$ cat config.mk
export PLATFORM = sky130hd
export DESIGN_NAME = dma_register_controller
export DESIGN_NICKNAME = d
export VERILOG_FILES = /design/src/rtl/dmarc_pkg.sv /design/src/rtl/dmarc_out_buf.sv /design/src/rtl/dmarc_core.sv /design/src/rtl/dma_register_controller.sv
export SDC_FILE = /design/constraint.sdc
export NUM_CORES = 1
export LEC_CHECK = 0
export ABC_AREA = 1
export ABC_CLOCK_PERIOD_IN_PS = 7000
export BUFFER_PORTS_ARGS = -buffer_cell sky130_fd_sc_hd__buf_2
export CAP_MARGIN = 20
export CORE_MARGIN = 2
export CORE_UTILIZATION = 40
export DETAILED_ROUTE_END_ITERATION = 10
export SYNTH_ARGS = -nofsm -noshare
export SYNTH_HDL_FRONTEND = slang
export SYNTH_SLANG_ARGS = --single-unit
$ cat constraint.sdc
create_clock -name clk -period 7 [get_ports clk]
set_input_delay 1.05 -clock clk [delete_from_list [all_inputs] [get_ports clk]]
set_output_delay 1.05 -clock clk [all_outputs]
set_load 0.01 [all_outputs]
$ cat src/rtl/dmarc_pkg.sv
// Package: shared types, codes and reset values of the DMA register controller.
`timescale 1ns / 1ps

package dmarc_pkg;

    // Default width of the wrapped memory address
    localparam int ADDR_BITS_DEF = 32;

    // Stream widths
    localparam int S_TDATA_W = 104;
    localparam int S_TUSER_W = 2;
    localparam int M_TDATA_W = 136;

    // Action codes carried on s_axis_tuser
    localparam logic [1:0] ACT_READ  = 2'd0;
    localparam logic [1:0] ACT_WRITE = 2'd1;
    localparam logic [1:0] ACT_SETUP = 2'd2;
    localparam logic [1:0] ACT_TICK  = 2'd3;

    // Software register indexes
    localparam logic [2:0] REG_SRCHI   = 3'd0;
    localparam logic [2:0] REG_SRCLO   = 3'd1;
    localparam logic [2:0] REG_DSTHI   = 3'd2;
    localparam logic [2:0] REG_DSTLO   = 3'd3;
    localparam logic [2:0] REG_SIZE    = 3'd4;
    localparam logic [2:0] REG_SELECT  = 3'd5;
    localparam logic [2:0] REG_CONTROL = 3'd6;
    localparam logic [2:0] REG_GO      = 3'd7;

    // Configuration register indexes
    localparam logic [2:0] CFG_MEMORY_BASE = 3'd0;
    localparam logic [2:0] CFG_MEMORY_CODE = 3'd1;
    localparam logic [2:0] CFG_DISK_CODE   = 3'd2;
    localparam logic [2:0] CFG_CARD_CODE   = 3'd3;
    localparam logic [2:0] CFG_DELAY       = 3'd4;

    // Configuration reset values
    localparam logic [3:0] MEMORY_CODE_RST = 4'd0;
    localparam logic [3:0] DISK_CODE_RST   = 4'd1;
    localparam logic [3:0] CARD_CODE_RST   = 4'd2;
    localparam logic [7:0] DELAY_RST       = 8'd40;

    // Go register bits
    localparam int GO_START_BIT  = 0;
    localparam int GO_ENDIAN_BIT = 8;

    typedef struct packed {
        logic [31:0] memory_base;
        logic [3:0]  memory_code;
        logic [3:0]  disk_code;
        logic [3:0]  card_code;
        logic [7:0]  delay;
    } cfg_t;

    typedef struct packed {
        logic [1:0]  action;
        logic [2:0]  reg_index;
        logic [31:0] write_value;
        logic [31:0] setup_offset;
        logic [31:0] setup_length;
    } in_item_t;

    typedef struct packed {
        logic [31:0] read_data;
        logic        xfer_valid;
        logic        xfer_to_buffer;
        logic [31:0] mem_address;
        logic [31:0] buffer_offset;
        logic [31:0] xfer_length;
        logic        buffer_filled;
        logic        irq;
        logic        disk_ready;
    } result_t;

endpackage

$ cat src/rtl/dmarc_out_buf.sv
// Module: two-entry output buffer (result register plus skid register).
`timescale 1ns / 1ps

module dmarc_out_buf
(
    input  logic               clk,
    input  logic               rst_n,
    input  logic               in_valid,
    output logic               in_ready,
    input  dmarc_pkg::result_t in_data,
    output logic               out_valid,
    input  logic               out_ready,
    output dmarc_pkg::result_t out_data
);

    logic               out_valid_reg;
    logic               out_valid_next;
    logic               skid_valid_reg;
    logic               skid_valid_next;
    dmarc_pkg::result_t out_data_reg;
    dmarc_pkg::result_t out_data_next;
    dmarc_pkg::result_t skid_data_reg;
    dmarc_pkg::result_t skid_data_next;
    logic               in_accept;

    assign in_ready  = !skid_valid_reg;
    assign in_accept = in_valid && in_ready;
    assign out_valid = out_valid_reg;
    assign out_data  = out_data_reg;

    // Refill the result register from skid first, then from the input
    always_comb
    begin
        out_valid_next  = out_valid_reg;
        out_data_next   = out_data_reg;
        skid_valid_next = skid_valid_reg;
        skid_data_next  = skid_data_reg;
        if (!out_valid_reg || out_ready)
        begin
            if (skid_valid_reg)
            begin
                out_valid_next  = 1'b1;
                out_data_next   = skid_data_reg;
                skid_valid_next = 1'b0;
            end
            else if (in_accept)
            begin
                out_valid_next = 1'b1;
                out_data_next  = in_data;
            end
            else
            begin
                out_valid_next = 1'b0;
            end
        end
        else if (in_accept)
        begin
            skid_valid_next = 1'b1;
            skid_data_next  = in_data;
        end
    end

    // Hold control state
    always_ff @(posedge clk or negedge rst_n)
    begin
        if (!rst_n)
        begin
            out_valid_reg  <= 1'b0;
            skid_valid_reg <= 1'b0;
        end
        else
        begin
            out_valid_reg  <= out_valid_next;
            skid_valid_reg <= skid_valid_next;
        end
    end

    // Hold payload
    always_ff @(posedge clk)
    begin
        out_data_reg  <= out_data_next;
        skid_data_reg <= skid_data_next;
    end

endmodule

$ cat src/rtl/dmarc_core.sv
// Module: register file, transfer command logic and busy timer of the controller.
`timescale 1ns / 1ps

module dmarc_core
#(
    parameter int ADDR_BITS = dmarc_pkg::ADDR_BITS_DEF
)
(
    input  logic                clk,
    input  logic                rst_n,
    input  logic                accept,
    input  dmarc_pkg::in_item_t item,
    input  dmarc_pkg::cfg_t     cfg,
    output dmarc_pkg::result_t  result
);

    // Address wrap mask, all ones once ADDR_BITS covers the 32-bit sum
    localparam logic [31:0] ADDR_MASK = (ADDR_BITS >= 32) ? 32'hFFFF_FFFF
        : 32'((64'd1 << ADDR_BITS) - 64'd1);

    logic [31:0] source_offset_reg;
    logic [31:0] source_offset_next;
    logic [31:0] dest_offset_reg;
    logic [31:0] dest_offset_next;
    logic [31:0] byte_count_reg;
    logic [31:0] byte_count_next;
    logic [7:0]  device_select_reg;
    logic [7:0]  device_select_next;
    logic        endian_flag_reg;
    logic        endian_flag_next;
    logic        busy_reg;
    logic        busy_next;
    logic [7:0]  wait_ticks_reg;
    logic [7:0]  wait_ticks_next;
    logic [31:0] buffer_position_reg;
    logic [31:0] buffer_position_next;
    logic [31:0] buffer_length_reg;
    logic [31:0] buffer_length_next;

    logic [3:0]  src_code;
    logic        mem_hit;
    logic        dev_hit;
    logic [31:0] xfer_offset;
    logic [31:0] position_sum;
    logic [31:0] offset_sum;
    logic [31:0] addr_sum;

    // Decode the source device and form the shared adders
    assign src_code     = device_select_reg[7:4];
    assign mem_hit      = (src_code == cfg.memory_code);
    assign dev_hit      = (src_code == cfg.disk_code) || (src_code == cfg.card_code);
    assign xfer_offset  = mem_hit ? source_offset_reg : dest_offset_reg;
    assign position_sum = buffer_position_reg + byte_count_reg;
    assign offset_sum   = xfer_offset + byte_count_reg;
    assign addr_sum     = (cfg.memory_base + xfer_offset) & ADDR_MASK;

    // Compute the result and the next state for one transaction
    always_comb
    begin
        source_offset_next   = source_offset_reg;
        dest_offset_next     = dest_offset_reg;
        byte_count_next      = byte_count_reg;
        device_select_next   = device_select_reg;
        endian_flag_next     = endian_flag_reg;
        busy_next            = busy_reg;
        wait_ticks_next      = wait_ticks_reg;
        buffer_position_next = buffer_position_reg;
        buffer_length_next   = buffer_length_reg;
        result               = '0;

        case (item.action)
            dmarc_pkg::ACT_READ:
            begin
                case (item.reg_index)
                    dmarc_pkg::REG_SRCHI:   result.read_data = {16'd0, source_offset_reg[31:16]};
                    dmarc_pkg::REG_SRCLO:   result.read_data = {16'd0, source_offset_reg[15:0]};
                    dmarc_pkg::REG_DSTHI:   result.read_data = {16'd0, dest_offset_reg[31:16]};
                    dmarc_pkg::REG_DSTLO:   result.read_data = {16'd0, dest_offset_reg[15:0]};
                    dmarc_pkg::REG_SIZE:    result.read_data = byte_count_reg;
                    dmarc_pkg::REG_SELECT:  result.read_data = {24'd0, device_select_reg};
                    dmarc_pkg::REG_CONTROL:
                        result.read_data = {23'd0, endian_flag_reg, 7'd0, busy_reg};
                    default:                result.read_data = '0;
                endcase
            end
            dmarc_pkg::ACT_WRITE:
            begin
                case (item.reg_index)
                    dmarc_pkg::REG_SRCHI:
                        source_offset_next = {item.write_value[15:0], source_offset_reg[15:0]};
                    dmarc_pkg::REG_SRCLO:
                        source_offset_next = {source_offset_reg[31:16], item.write_value[15:0]};
                    dmarc_pkg::REG_DSTHI:
                        dest_offset_next = {item.write_value[15:0], dest_offset_reg[15:0]};
                    dmarc_pkg::REG_DSTLO:
                        dest_offset_next = {dest_offset_reg[31:16], item.write_value[15:0]};
                    dmarc_pkg::REG_SIZE:
                        byte_count_next = item.write_value;
                    dmarc_pkg::REG_SELECT:
                        device_select_next = item.write_value[7:0];
                    dmarc_pkg::REG_GO:
                    begin
                        endian_flag_next = item.write_value[dmarc_pkg::GO_ENDIAN_BIT];
                        // Issue a command when started and the source is known
                        if (item.write_value[dmarc_pkg::GO_START_BIT] && (mem_hit || dev_hit))
                        begin
                            result.xfer_valid     = 1'b1;
                            result.xfer_to_buffer = mem_hit;
                            result.mem_address    = addr_sum;
                            result.buffer_offset  = buffer_position_reg;
                            result.xfer_length    = byte_count_reg;
                            result.buffer_filled  = mem_hit && (position_sum >= buffer_length_reg);
                            buffer_position_next  = position_sum;
                            busy_next             = 1'b1;
                            if (mem_hit)
                            begin
                                source_offset_next = offset_sum;
                            end
                            else
                            begin
                                dest_offset_next = offset_sum;
                            end
                        end
                    end
                    default:
                    begin
                        // Control and unknown indexes: drop the write
                    end
                endcase
            end
            dmarc_pkg::ACT_SETUP:
            begin
                buffer_position_next = item.setup_offset;
                buffer_length_next   = item.setup_length;
            end
            dmarc_pkg::ACT_TICK:
            begin
                // Count busy ticks and complete once past the delay
                if (busy_reg)
                begin
                    if (wait_ticks_reg >= cfg.delay)
                    begin
                        busy_next         = 1'b0;
                        wait_ticks_next   = '0;
                        result.irq        = 1'b1;
                        result.disk_ready = (buffer_position_reg >= buffer_length_reg);
                    end
                    else
                    begin
                        wait_ticks_next = wait_ticks_reg + 8'd1;
                    end
                end
            end
            default:
            begin
                result = '0;
            end
        endcase
    end

    // Advance state on each accepted transaction
    always_ff @(posedge clk or negedge rst_n)
    begin
        if (!rst_n)
        begin
            source_offset_reg   <= '0;
            dest_offset_reg     <= '0;
            byte_count_reg      <= '0;
            device_select_reg   <= '0;
            endian_flag_reg     <= 1'b0;
            busy_reg            <= 1'b0;
            wait_ticks_reg      <= '0;
            buffer_position_reg <= '0;
            buffer_length_reg   <= '0;
        end
        else if (accept)
        begin
            source_offset_reg   <= source_offset_next;
            dest_offset_reg     <= dest_offset_next;
            byte_count_reg      <= byte_count_next;
            device_select_reg   <= device_select_next;
            endian_flag_reg     <= endian_flag_next;
            busy_reg            <= busy_next;
            wait_ticks_reg      <= wait_ticks_next;
            buffer_position_reg <= buffer_position_next;
            buffer_length_reg   <= buffer_length_next;
        end
    end

endmodule

$ cat src/rtl/dma_register_controller.sv
// All work is one pass of logic into the result register, or into the skid register on a stall.
// Throughput: one transaction per cycle while the skid register is empty (s_axis_tready high).
// A skid register behind the result register keeps s_axis_tready high for one stalled result.
// Reset (rst_n low, asynchronous) clears all state and loads the configuration defaults:
// memory base 0, device codes 0/1/2, completion delay 40; both output stages empty.
`timescale 1ns / 1ps

module dma_register_controller
#(
    parameter int ADDR_BITS = dmarc_pkg::ADDR_BITS_DEF
)
(
    input  logic                            clk,
    input  logic                            rst_n,
    // Configuration write channel
    input  logic                            cfg_valid,
    output logic                            cfg_ready,
    input  logic [2:0]                      cfg_index,
    input  logic [31:0]                     cfg_data,
    // Input stream
    input  logic                            s_axis_tvalid,
    output logic                            s_axis_tready,
    // tdata: reg_index[2:0], write_value[34:3], setup_offset[66:35],
    //        setup_length[98:67], zero pad[103:99]
    input  logic [dmarc_pkg::S_TDATA_W-1:0] s_axis_tdata,
    // tuser: action[1:0]
    input  logic [dmarc_pkg::S_TUSER_W-1:0] s_axis_tuser,
    // Output stream
    output logic                            m_axis_tvalid,
    input  logic                            m_axis_tready,
    // tdata: read_data[31:0], xfer_valid[32], xfer_to_buffer[33], mem_address[65:34],
    //        buffer_offset[97:66], xfer_length[129:98], buffer_filled[130], irq[131],
    //        disk_ready[132], zero pad[135:133]
    output logic [dmarc_pkg::M_TDATA_W-1:0] m_axis_tdata
);

    dmarc_pkg::cfg_t     cfg_reg;
    dmarc_pkg::cfg_t     cfg_next;
    dmarc_pkg::in_item_t item;
    dmarc_pkg::result_t  result;
    dmarc_pkg::result_t  out_data;
    logic                in_accept;

    // Configuration writes are always taken
    assign cfg_ready = 1'b1;

    always_comb
    begin
        cfg_next = cfg_reg;
        if (cfg_valid)
        begin
            case (cfg_index)
                dmarc_pkg::CFG_MEMORY_BASE: cfg_next.memory_base = cfg_data;
                dmarc_pkg::CFG_MEMORY_CODE: cfg_next.memory_code = cfg_data[3:0];
                dmarc_pkg::CFG_DISK_CODE:   cfg_next.disk_code   = cfg_data[3:0];
                dmarc_pkg::CFG_CARD_CODE:   cfg_next.card_code   = cfg_data[3:0];
                dmarc_pkg::CFG_DELAY:       cfg_next.delay       = cfg_data[7:0];
                default:                    cfg_next = cfg_reg;
            endcase
        end
    end

    always_ff @(posedge clk or negedge rst_n)
    begin
        if (!rst_n)
        begin
            cfg_reg.memory_base <= '0;
            cfg_reg.memory_code <= dmarc_pkg::MEMORY_CODE_RST;
            cfg_reg.disk_code   <= dmarc_pkg::DISK_CODE_RST;
            cfg_reg.card_code   <= dmarc_pkg::CARD_CODE_RST;
            cfg_reg.delay       <= dmarc_pkg::DELAY_RST;
        end
        else
        begin
            cfg_reg <= cfg_next;
        end
    end

    // Unpack the input transaction
    assign in_accept         = s_axis_tvalid && s_axis_tready;
    assign item.action       = s_axis_tuser;
    assign item.reg_index    = s_axis_tdata[2:0];
    assign item.write_value  = s_axis_tdata[34:3];
    assign item.setup_offset = s_axis_tdata[66:35];
    assign item.setup_length = s_axis_tdata[98:67];

    dmarc_core
    #(
        .ADDR_BITS (ADDR_BITS)
    )
    u_core
    (
        .clk    (clk),
        .rst_n  (rst_n),
        .accept (in_accept),
        .item   (item),
        .cfg    (cfg_reg),
        .result (result)
    );

    dmarc_out_buf u_out_buf
    (
        .clk       (clk),
        .rst_n     (rst_n),
        .in_valid  (s_axis_tvalid),
        .in_ready  (s_axis_tready),
        .in_data   (result),
        .out_valid (m_axis_tvalid),
        .out_ready (m_axis_tready),
        .out_data  (out_data)
    );

    // Pack the result transaction
    assign m_axis_tdata = {3'd0,
                           out_data.disk_ready,
                           out_data.irq,
                           out_data.buffer_filled,
                           out_data.xfer_length,
                           out_data.buffer_offset,
                           out_data.mem_address,
                           out_data.xfer_to_buffer,
                           out_data.xfer_valid,
                           out_data.read_data};

endmodule

==> reports/qor.yml <==
clocking:
  cts_max_path_buffers: 3
  htreeDepth: 2
  cts_buffers: 56
  clock-sinks: 498
  cts_tree: "done"
  cts_resized: 0
  clock_latency_ns: 0.63
  postCtsSetupBuffers: 0
  cts-root-buf: "clkbuf_16"
  postCtsHoldBufs: 0
  clk_pin_slew_ns: 0.06
power_and_ir_drop:
  power_density_mw_per_mm2: 353.8
  ir_worst_vdd_uv: 220.6
  p_leak_nw: 17.51
  finalPower_w: 0.01200
die:
  rows: 100
  die_height_um: 276.9
  pin_count: 285
  core_mm2: 0.07407
  die_w_um: 276.9
  initial_core_util: 0.4022
  die_area_mm2: 0.07668
cells_and_area:
  fin_util: 0.4580
  layout_commonest_cell: "nand2_1"
  areaGrowthSynthToFinish_pct: 13.88
  drive_gt1_frac: 0.1094
  mostFrequentLayoutCells: "nand2_1 (1,315), inv_1 (562), nor2_1 (319)"
  nets: 4446
setup_path:
  reg2reg_depth: 17
  startpoint_type: "register"
  critPathKind: "register to register"
  regToRegEndpoint: "u_out_buf.out_data[93]"
  crit_arrival_ns: 4.73
  critPathMaxFanout: 59
  ff2ff_setup_slack_ns: 2.64
  critPathCaptureType: "register"
  crit_required_ns: 7.37
  r2r_start: "u_core.device_select_reg[4]"
drt:
  avgRoutedWirePerCell_um: 18.55
  avgViaCountPerCell: 5.039
  drt_pass1_iterations: 8
  drt_iter0_markers: 2579
  ant_nets: 0
  drc_errors: 0
  via_count: 25950
  wl_um: 95500
placed_design:
  place.gp.congestion: 0.9367
  io_buffers: 275
  hpwl_um: 72480
global_route:
  antenna_found_initial: 4
  grt_max_degree: 108
  grt_pass1_wl_um: 143300
  grt_pass1_vias: 23950
  overflow: 0
  grtUsageTotal: 0.2442
timing:
  clock_skew_ns: 0.03269
  finalHoldViolCount: 0
  rsz0062_at_grt: "false"
  setup_viol: 0
  setup-tns-final_ns: 0
  layout_min_cycle_time_ns: 4.362
  maxSlewHeadroom: 0.2263
  clock.fmax_mhz: 229.3
  drv_slew: 0
  finalCritPeriodShare: 0.6231
  worst_pin_slew_ns: 1.148
flow_run:
  maxCapViolations: 0
synthesis:
  ys_seq_area_frac: 0.4632
  synth_top_area_frac: 0.2681
  synth_edf_count: 266
  synth_cell_types: 48
  async_flop_share: 0.4659
  ys_warn_count: 0
  synth-seq-cells: 498
  synth_cells: 3878
  synthesis.area_mm2: 0.02979
  synthTopCellsByArea: "edfxtp_1 (27%), dfrtp_1 (19%), nand2_1 (17%), inv_1 (7.1%), ha_1 (7.0%)"
  synth_flop_cell: "edfxtp_1"
  synth_area_leader_cell: "edfxtp_1"
  avgSynthCellArea_um2: 7.682
outcome:
  status: "completed"
worst_hold_path:
  worstHoldPathType: "input pin to asynchronous set/reset pin"
==> cell usage after synthesis, types with 6 or more instances <==
cell type,n
o22ai_1,17
a21o_1,6
inv_1,562
xnor2_1,12
and3_1,14
ha_1,166
nand4_1,31
dfrtp_1,228
nand2_1,1316
nand3_1,151
buf_2,27
xor2_1,21
nand3b_1,10
edfxtp_1,266
or2_2,8
inv_2,13
o21a_1,16
a31oi_1,9
buf_4,14
clkbuf_1,60
nor2_1,322
o21ai_0,263
buf_1,6
a22oi_1,15
o21bai_1,9
mux2_2,23
a21oi_1,205
nor3_1,40
==> layer usage <==
| layer | share of wire | global-route usage |
|---|---|---|
| met4 | 0.026 | 0.06745 |
| met2 | 0.45 | 0.3878 |
| met3 | 0.066 | 0.03619 |
| met5 | 0.00014 | 0 |
| met1 | 0.46 | 0.3474 |
==> worst max-delay path, stage by stage, from the launching register on <==
cell and delay (ns):
dfrtp_1 0.56, nand2_1 0.09, nand2_1 0.09, nor2_2 0.07, nand2_2 0.06, buf_4 0.49
inv_2 0.26, o21ai_0 0.88, ha_1 0.34, nand2_1 0.11, nor2_1 0.28, nand2_1 0.15
nor4_1 0.18, nand2_1 0.17, nand2_1 0.10, nand2_1 0.07, nand4_1 0.09, nand2_1 0.09
==> report_power, final <==
group	internal (W)	switching, W
Combinational	0.00174	0.00336
Clock	0.00166	0.00124
Sequential	0.00355	0.000454
Total	0.00695	0.00505
==> per-stage QoR <==
stage / hold WS, ns / setup WS, ns / cells / area [um2]
detailed placement: 0.4731 / 2.659 / 5041 / 32110
floorplan: 0.4530 / 1.812 / 3880 / 29800
global placement: 0.4680 / 2.642 / 5041 / 32110
finish: 0.4733 / 2.638 / 5149 / 33930
global route: 0.5044 / 2.302 / 5148 / 33920
CTS: 0.4884 / 2.769 / 5146 / 33910
==> how the worst max path moves through the flow <==
stage,startpoint,end,slack [ns],depth (start not counted)
after floorplan,m_axis_tready,u_out_buf.skid_data_reg[0],1.81,3
after global placement,s_axis_tdata[0],u_core.byte_count_reg[30],2.64,8
after detailed placement,s_axis_tdata[0],u_core.byte_count_reg[22],2.66,8
after CTS,u_core.device_select_reg[4],u_out_buf.out_data[93],2.77,17
after global routing,u_core.device_select_reg[4],u_out_buf.out_data[93],2.30,17
final,u_core.device_select_reg[4],u_out_buf.out_data[93],2.64,17
==> cell families (layout without fill, tap and decap cells) <==
family | Yosys count | in the layout | synth area share
AND/OR/NAND/NOR | 1914 | 1914 | 0.2580
buffers and inverters | 689 | 987 | 0.09030
AO/OA/AOI/OAI | 550 | 550 | 0.09815
flip-flops | 498 | 498 | 0.4632
adder cells (fa/ha/maj) | 169 | 169 | 0.07173
XOR/XNOR | 33 | 33 | 0.009702
multiplexers | 23 | 23 | 0.008694
other | 2 | 6 | 0.0002521
==> final cells by class <==
class | count | area [um2]
flip-flops and latches | 498 | 13800
diodes | 2 | 5.005
clock buffers | 81 | 1629
multi-input cells | 2693 | 13340
well taps | 969 | 1212
fillers | 7439 | 40140
repair buffers | 303 | 1597
clock inverters | 24 | 171.4
inverters | 579 | 2175
No activity file was read; power rests on OpenSTA's default activity.
